`config.mk`:
```
export PLATFORM = sky130hd
export DESIGN_NAME = fnks_slot_ram
export DESIGN_NICKNAME = d
export VERILOG_FILES = /design/src/rtl/core/fnks_pkg.sv /design/src/rtl/core/fnks_slot_ram.sv
export SDC_FILE = /design/constraint.sdc
export NUM_CORES = 1
export LEC_CHECK = 0
export ABC_AREA = 1
export BUFFER_PORTS_ARGS = -buffer_cell sky130_fd_sc_hd__clkbuf_2
export CAP_MARGIN = 20
export CORE_MARGIN = 1.5
export CORE_UTILIZATION = 40
export CTS_BUF_LIST = sky130_fd_sc_hd__clkbuf_2
export CTS_CLUSTER_DIAMETER = 120
export DETAILED_ROUTE_END_ITERATION = 10
export GPL_TIMING_DRIVEN = 0
export PLACE_DENSITY_LB_ADDON = 0.12
export SYNTH_ARGS = -nofsm -noshare
export SYNTH_HDL_FRONTEND = slang
export SYNTH_SLANG_ARGS = --single-unit
```
`constraint.sdc`:
```
create_clock -name aclk -period 3.7 [get_ports aclk]
set_input_delay 0.74 -clock aclk [delete_from_list [all_inputs] [get_ports aclk]]
set_output_delay 0.74 -clock aclk [all_outputs]
set_load 0.01 [all_outputs]
```
`src/rtl/core/fnks_pkg.sv`:
```
// ----------------------------------------------------------------------------
// fnks_pkg
// Shared types and constants of the nearest-K range query selector.
// ----------------------------------------------------------------------------
package fnks_pkg;

    localparam int MAX_SLOTS  = 16;
    localparam int SLOT_W     = $clog2(MAX_SLOTS);
    localparam int FILL_W     = $clog2(MAX_SLOTS + 1);
    localparam int ID_W       = 10;
    localparam int POS_W      = 24;
    localparam int DIST_W     = 50;
    localparam int RSQ_W      = 48;
    localparam int CNT_W      = 16;
    localparam int S_DATA_W   = 128;
    localparam int M_DATA_W   = 176;
    localparam int CFG_IDX_W  = 3;
    localparam int CFG_DATA_W = 9;
    localparam logic [CNT_W-1:0] CNT_MAX = '1;

    typedef enum logic [1:0] {
        OP_START = 2'd0,
        OP_CAND  = 2'd1,
        OP_END   = 2'd2,
        OP_NONE  = 2'd3
    } opcode_t;

    typedef enum logic [CFG_IDX_W-1:0] {
        REG_INCLUDE_SELF  = 3'd0,
        REG_REQUIRE_ALIVE = 3'd1,
        REG_REQUIRED_TEAM = 3'd2,
        REG_EXCLUDED_TEAM = 3'd3,
        REG_REQUIRED_TYPE = 3'd4,
        REG_MAX_RESULTS   = 3'd5
    } cfg_reg_t;

    typedef enum logic [3:0] {
        ST_IDLE,
        ST_DIST1,
        ST_DIST2,
        ST_FILTER,
        ST_SCAN,
        ST_SCAN_LAST,
        ST_REPLACE,
        ST_STREAM,
        ST_EMIT_RD,
        ST_EMIT,
        ST_SUMMARY
    } state_t;

    typedef struct packed {
        logic              we;
        logic [SLOT_W-1:0] waddr;
        logic [ID_W-1:0]   wid;
        logic [DIST_W-1:0] wdist;
        logic              re;
        logic [SLOT_W-1:0] raddr;
    } slot_req_t;

    typedef struct packed {
        logic [ID_W-1:0]   rid;
        logic [DIST_W-1:0] rdist;
    } slot_rsp_t;

endpackage

```
`src/rtl/core/fnks_slot_ram.sv`:
```
// ----------------------------------------------------------------------------
// fnks_slot_ram
// Kept-slot store: one write and one registered read port.
// ----------------------------------------------------------------------------
module fnks_slot_ram (
    input  logic               aclk,
    input  fnks_pkg::slot_req_t req,
    output fnks_pkg::slot_rsp_t rsp
);
    import fnks_pkg::*;

    logic [ID_W+DIST_W-1:0] mem [MAX_SLOTS];
    logic [ID_W+DIST_W-1:0] rdata_reg;

    // write and registered read
    always_ff @(posedge aclk) begin
        if (req.we) begin
            mem[req.waddr] <= {req.wid, req.wdist};
        end
        if (req.re) begin
            rdata_reg <= mem[req.raddr];
        end
    end

    assign rsp.rid   = rdata_reg[ID_W+DIST_W-1:DIST_W];
    assign rsp.rdist = rdata_reg[DIST_W-1:0];
endmodule
```
### Word-level counts from Yosys, hierarchy flattened

Memories as Yosys holds them, arrays and structs flattened. A register that Yosys moved wholly into a read port is not among the register bits.
Index checks and enable logic that the tools add are counted.

* RAM bits: 960
* memories: 1
* register bits: 0
* output and inout bits: 60

Memories
* mem: words 16, bits a word 60, read ports 1, clocked after memory_dff 1, wr ports 1, RTL line fnks_slot_ram.sv:12 `logic [ID_W+DIST_W-1:0] mem [MAX_SLOTS];`

* multiplexer cells: 2

Operators by type and width (number)
* 1-bit 2-to-1 mux: 2

### Longest topological paths before layout

Gate-level depths: netlist of the first run.

* depth after elaboration: 2
* mapped depth: 10

### Worst setup path after synthesis of the first run

Ideal clock, no wire load.

* path kind: input -> register
* start point: input req[67] (netlist name)
* end point: memory mem[10][0] (netlist name), enable pin
* data arrival time: 3.467 ns
* setup slack: -0.246 ns
* stages on the path: 2
* setup time: 0.478 ns
* cells stage by stage: nand3b_1 -> nor2_1

RTL lines
* start, declared: RTL line fnks_slot_ram.sv:7 `input fnks_pkg::slot_req_t req,`
* end, declared: RTL line fnks_slot_ram.sv:12

Straight into the memory's write port.

### Final worst setup path of the first run

* start point: register rdata_reg[6] (netlist: rsp[6]), read port of mem
* end point: output rsp[6] (netlist name)

RTL lines
* start, declared: RTL line fnks_slot_ram.sv:13 `logic [ID_W+DIST_W-1:0] rdata_reg;`
* end, declared: RTL line fnks_slot_ram.sv:8 `output fnks_pkg::slot_rsp_t rsp`

No word-level cell between the ends.

==> qor.yml, run 1 <==
crit_required_ns: 2.96
dpl_cell_area_um2: 46030
portBuffers: 127
ys_top_cells_by_area: "edfxtp_1 (72%), nand2_1 (11%), nand3_1 (8.4%)"
final_area_um2: 49060
grt_pass1_vias: 28603
avgSynthCellArea_um2: 10.84
wl_um: 119700
grt_max_degree: 35
ioPinCount: 131
cp.arrival_ns: 2.00
vias: 28876
cts_num_sinks: 1020
rsz0062_at_grt: "false"
yosysTopAreaCell: "edfxtp_1"
setup_viol: 0
cts_setup_buffers: 0
clock_skew_ns: 0.1235
worst_pin_slew_ns: 1.195
fin_crit_sh_pct: 73.99
hpwl_um: 77720
fillCellCount: 10078
cts_resized: 0
die_x_um: 330.2
fin_nets: 4546
status: "completed"
fmax_mhz: 365.3
viasPerCell: 4.786
cts_tree: "done"
synth_cells: 3950
synth-edff-count: 1020
drcViolationCount: 0
path_max_fanout: 1
core_area_um2: 105700
p_leak_nw: 21.37
synthesis.area_um2: 42810
place.gp.congestion: 0.7741
clk_latency_ns: 1.48
drt_iter0_markers: 1975
hold_class: "primary input to flip-flop"
path_cells: "clkbuf_2"
root_buffer: "clkbuf_2"
place_ws_ns: 0.4805
layout-drive-gt1-share_pct: 16.04
drtAntennaViolNets: 0
grt.overflow.total: 0
yosys_warnings: 0
max_cap_violations: 0
clockBufferDepth: 4
grt_first_pass_wirelength_um: 176800
fin_crit_ns: 2.738
clk_pin_slew_ns: 0.09
synth_cell_type_count: 13
critPathCaptureType: "primary output"
irDropWorstVdd_uv: 188.4
antenna_found_initial: 5
async_flop_share_pct: 0
fp-row-count: 119
yosysMostFrequentCell: "nand2_1"
wl_per_cell_um: 19.84
critPathLaunchType: "flip-flop"
total_power_w: 0.02248
critPathMaxStageDelay_ns: 0.37
relSlewSlack_pct: 20.33
synthToLayoutAreaGrowth_pct: 14.60
dieArea_um2: 109000
path_class: "flip-flop to primary output"
finalHoldViolCount: 0
power-per-cell-area_nw_per_um2: 458.2
drv_slew: 0
grtUsageTotal_pct: 22.21
numCtsBuffers: 290
synth_seq_cells: 1020
dieHeight_um: 330.2
cp_num_buf_inv: 1
htreeDepth: 5
synthTopCellsByCount: "nand2_1 (1265), edfxtp_1 (1020), inv_1 (723), nand3_1 (721), buf_2 (107)"
crit_family: "flip-flops"
synth_top_area_share_pct: 71.54
synth_nets: 4021
drt_first_pass_iters: 7
whs_ns: 0.2153
cpMaxStageDelayCell: "edfxtp_1"
yosys_most_used_dff: "edfxtp_1"
initial_core_util_pct: 40.50
yosysSeqAreaShare_pct: 71.54
fin_ws_ns: 0.9624
what timing repair did:
item                       in CTS  in global routing
hold buffers                   71                  0
setup endpoints to repair       0                  0
hold endpoints to repair     1143                  0
per-stage QoR:
| stage | TNS [ns] | instances | util [%] |
|---|---|---|---|
| after floorplan | -147.19 | 3950 | - |
| after global routing | 0 | 6029 | 46.40 |
| after global placement | -2251.77 | 5468 | 42.76 |
| after detailed placement | 0 | 5503 | 43.54 |
| after CTS | 0 | 6028 | 46.40 |
| final | 0 | 6034 | 46.41 |
sequential cells by signal, summed over array words and instances, names as in the netlist:
signal / count
mem: 960
rsp: 60
path summary, 6_finish.rpt:
check,start,to,slack (ns),cells past startpoint
worst min register to register,mem[10][24]$_DFFE_PP_,rsp[24]$_DFFE_PP_,0.72,6
worst max-delay path,rsp[6]$_DFFE_PP_,rsp[6],0.96,1
worst min-delay path,req[8],mem[11][3]$_DFFE_PP_,0.22,2
worst max register to register,mem[3][53]$_DFFE_PP_,rsp[53]$_DFFE_PP_,2.35,6
where the power goes:
| part | internal [W] | switching (W) |
|---|---|---|
| sequential | 0.0130 | 0.0000583 |
| combinational | 0.000493 | 0.00124 |
| clock | 0.00314 | 0.00455 |
kinds of logic (layout without fill, tap and decap cells):
kind of cell	Yosys count	in the layout	share of synthesized area [%]
buffers and inverters	925	1612	8.756
DFF	1020	1020	71.54
other	0	6	0
and+or+nand+nor	2005	2005	19.70
routing by layer:
layer,global-route usage (%),vias to the layer above,share of wire (%)
met5,0,-,0
met4,7.217,0,2.1
met3,4.000,163,5.4
met2,37.14,827,49
met1,29.28,13872,44
li1,-,14014,-
layout by cell type (no fill, tap or decap), types with 4 or more instances in the layout:
cell type         n
clkbuf_2        545
buf_1             4
dlygate4sd3_1    71
nand3_1         721
inv_2             5
buf_2           107
buf_12           33
clkinv_1         30
inv_1           723
edfxtp_1       1020
clkbuf_1         56
nor2_4           16
buf_4            20
diode_2           6
nand2_1        1265
buf_6             9
final cells by class:
class / instances / area [um2] / area share (%)
antenna: 6 / 15.01 / 0.03060
buffer: 199 / 1027 / 2.094
clock buffer: 416 / 2082 / 4.243
clock inverter: 38 / 225.2 / 0.4590
inverter: 726 / 2725 / 5.554
multi-input combinational: 2005 / 8556 / 17.44
sequential: 1020 / 30630 / 62.43
tap: 1391 / 1740 / 3.547
timing repair buffer: 233 / 2064 / 4.208
Power figures use the tool's default switching activity.
==> inputs of run 2 (changes only) <==
==> constraint.sdc (replaced) <==
create_clock -name aclk -period 2.3 [get_ports aclk]
set_input_delay 0.46 -clock aclk [delete_from_list [all_inputs] [get_ports aclk]]
set_output_delay 0.46 -clock aclk [all_outputs]
set_load 0.01 [all_outputs]
==> qor.yml, run 2 (synthesis results as in run 1) <==
placed_cells: 5505  # +0.036%
fin_ws_ns: -0.1914  # -1.154 ns
hold_class: "primary input to flip-flop"
cts_num_sinks: 1020  # unchanged
setup_viol: 60  # +60
regToRegSetupSlack_ns: 0.16  # -2.19 ns
crit_cells: 1  # unchanged
dieArea_um2: 109000  # unchanged
max_cap_violations: 0  # unchanged
clk_latency_ns: 1.49  # about the same
dieHeight_um: 330.2  # unchanged
synthToLayoutAreaGrowth_pct: 16.09
crit_required_ns: 1.84  # -1.12 ns
core_area_um2: 105700  # unchanged
initial_core_util_pct: 40.50  # unchanged
grt_first_pass_wirelength_um: 176700  # about the same
fp-row-count: 119  # unchanged
path_cells: "buf_2"
path_max_fanout: 1  # unchanged
clock_skew_ns: 0.08572  # -0.03779 ns
wl_per_cell_um: 19.80  # -0.17%
vias: 28902  # +0.090%
fin_crit_sh_pct: 108.3
place_ws_ns: -0.6799  # -1.160 ns
antenna_found_initial: 7  # +2
cp.arrival_ns: 2.03  # +0.03 ns
fin_nets: 4605  # +1.3%
irDropWorstVdd_uv: 279.1  # +48%
total_power_w: 0.03624  # +61%
grtUsageTotal_pct: 22.29  # +0.074 points
rsz0062_at_grt: "true"
cts_setup_buffers: 0  # unchanged
critPathCaptureType: "primary output"
clockBufferDepth: 4  # unchanged
r2r_end: "rsp[0]$_DFFE_PP_"
drtAntennaViolNets: 0  # unchanged
numCtsBuffers: 285  # -1.7%
violations: "negative setup slack"
instances_no_fill: 6088  # +0.89%
root_buffer: "clkbuf_2"
viasPerCell: 4.747  # -0.80%
ioPinCount: 131  # unchanged
finalHoldViolCount: 0  # unchanged
die_x_um: 330.2  # unchanged
highest_layer: "met4"
final_cell_mix: "nand2_1 (1265), edfxtp_1 (1020), inv_1 (723)"
power-per-cell-area_nw_per_um2: 729.1  # +59%
p_leak_nw: 21.62  # +1.2%
critPathMaxStageDelay_ns: 0.37  # about the same
grt_max_degree: 35  # unchanged
drcViolationCount: 0  # unchanged
htreeDepth: 5  # unchanged
cpMaxStageDelayCell: "edfxtp_1"
fmax_mhz: 401.4
cp-startpoint: "rsp[29]$_DFFE_PP_"
hpwl_um: 77670  # about the same
final_core_util_pct: 47.02  # +0.60 points
r2r_start: "mem[13][0]$_DFFE_PP_"
grt.overflow.total: 0  # unchanged
status: "complete, but fails checks"
fin_crit_ns: 2.491
cts_tree: "done"
relSlewSlack_pct: 29.74  # +9.4 points
drt-met1-wl_um: 52260  # about the same
clk_pin_slew_ns: 0.10  # about the same
drt_iter0_markers: 2072  # +4.9%
critPathLaunchType: "flip-flop"
setup_tns_ns: -7.830  # -7.830 ns
top_register: "mem"
crit_family: "flip-flops"
layout_commonest_cell: "nand2_1"
worst_r2r_path_depth: 8  # +2
met3_length_um: 7045  # +9.8%
dr_wl_met2_um: 58970  # +0.96%
cp_num_buf_inv: 1  # unchanged
drt_first_pass_iters: 5  # -2
wl_um: 120600  # +0.72%
layout-drive-gt1-share_pct: 15.73  # -0.32 points
grt_pass1_vias: 28366  # -0.83%
path_class: "flip-flop to primary output"
largest_reg_flops: 960  # unchanged
worst_pin_slew_ns: 1.054  # -0.1412 ns
drv_slew: 0  # unchanged
portBuffers: 127  # unchanged
crit_end: "rsp[29]"
place.gp.congestion: 0.7843  # +1.3%
## run 2: cell types whose count changed in the layout (fill, tap and decap cells not counted), sizes merged
| cell | before | now |
|---|---|---|
| clkinv | 33 | 30 |
| diode | 6 | 5 |
| dlygate4sd3 | 71 | 134 |
| clkbuf | 602 | 594 |
| buf | 175 | 177 |
| bufinv | 3 | 4 |
## run 2: cell type report
class | instances | area [um2]
Inverter | 726 | 2725
Fill cell | 9922 | 56010
Clock inverter | 36 | 241.5
Multi-Input combinational cell | 2005 | 8556
Antenna cell | 5 | 12.51
Tap cell | 1391 | 1740
Clock buffer | 409 | 2047
Timing Repair Buffer | 298 | 2726
Buffer | 198 | 1023
Sequential cell | 1020 | 30630
## run 2: power breakdown
part / switching, W / internal, W / total (W)
registers: 0.0000929 / 0.0209 / 0.0210
clock network: 0.00726 / 0.00508 / 0.0123
logic: 0.00202 / 0.000868 / 0.00289
## run 2: per-stage QoR
stage          cell area [um2]  hold WS (ns)
2_1_floorplan            42850        0.5589
3_3_place_gp             45230        0.7435
3_5_place_dp             46060        0.7406
4_1_cts                  49700      0.002508
5_1_grt                  49690       0.08459
6_report                 49700        0.1457
## run 2: how the worst min path moves through the flow
stage	end	slack, ns	start	depth (start not counted)
3_3_place_gp	rsp[54]$_DFFE_PP_	0.74	mem[10][54]$_DFFE_PP_	6
5_1_grt	rsp[0]$_DFFE_PP_	0.08	req[4]	2
3_5_place_dp	rsp[51]$_DFFE_PP_	0.74	mem[10][51]$_DFFE_PP_	6
2_1_floorplan	mem[0][0]$_DFFE_PP_	0.56	req[5]	0
4_1_cts	rsp[34]$_DFFE_PP_	0.003	req[3]	4
6_report	rsp[0]$_DFFE_PP_	0.15	req[4]	2
## run 2: what timing repair did
action                                  CTS  global route
hold buffers                            135             0
resized for setup                         0             5
setup endpoints to repair                60            66
endpoints found under the hold margin  1971             0
## run 2: routing by layer
layer / GRT usage (%) / up-vias
met5: 0 / -
met4: 6.820 / 0
met3: 4.570 / 164
met2: 37.41 / 869
met1: 29.05 / 13738
li1: - / 14131
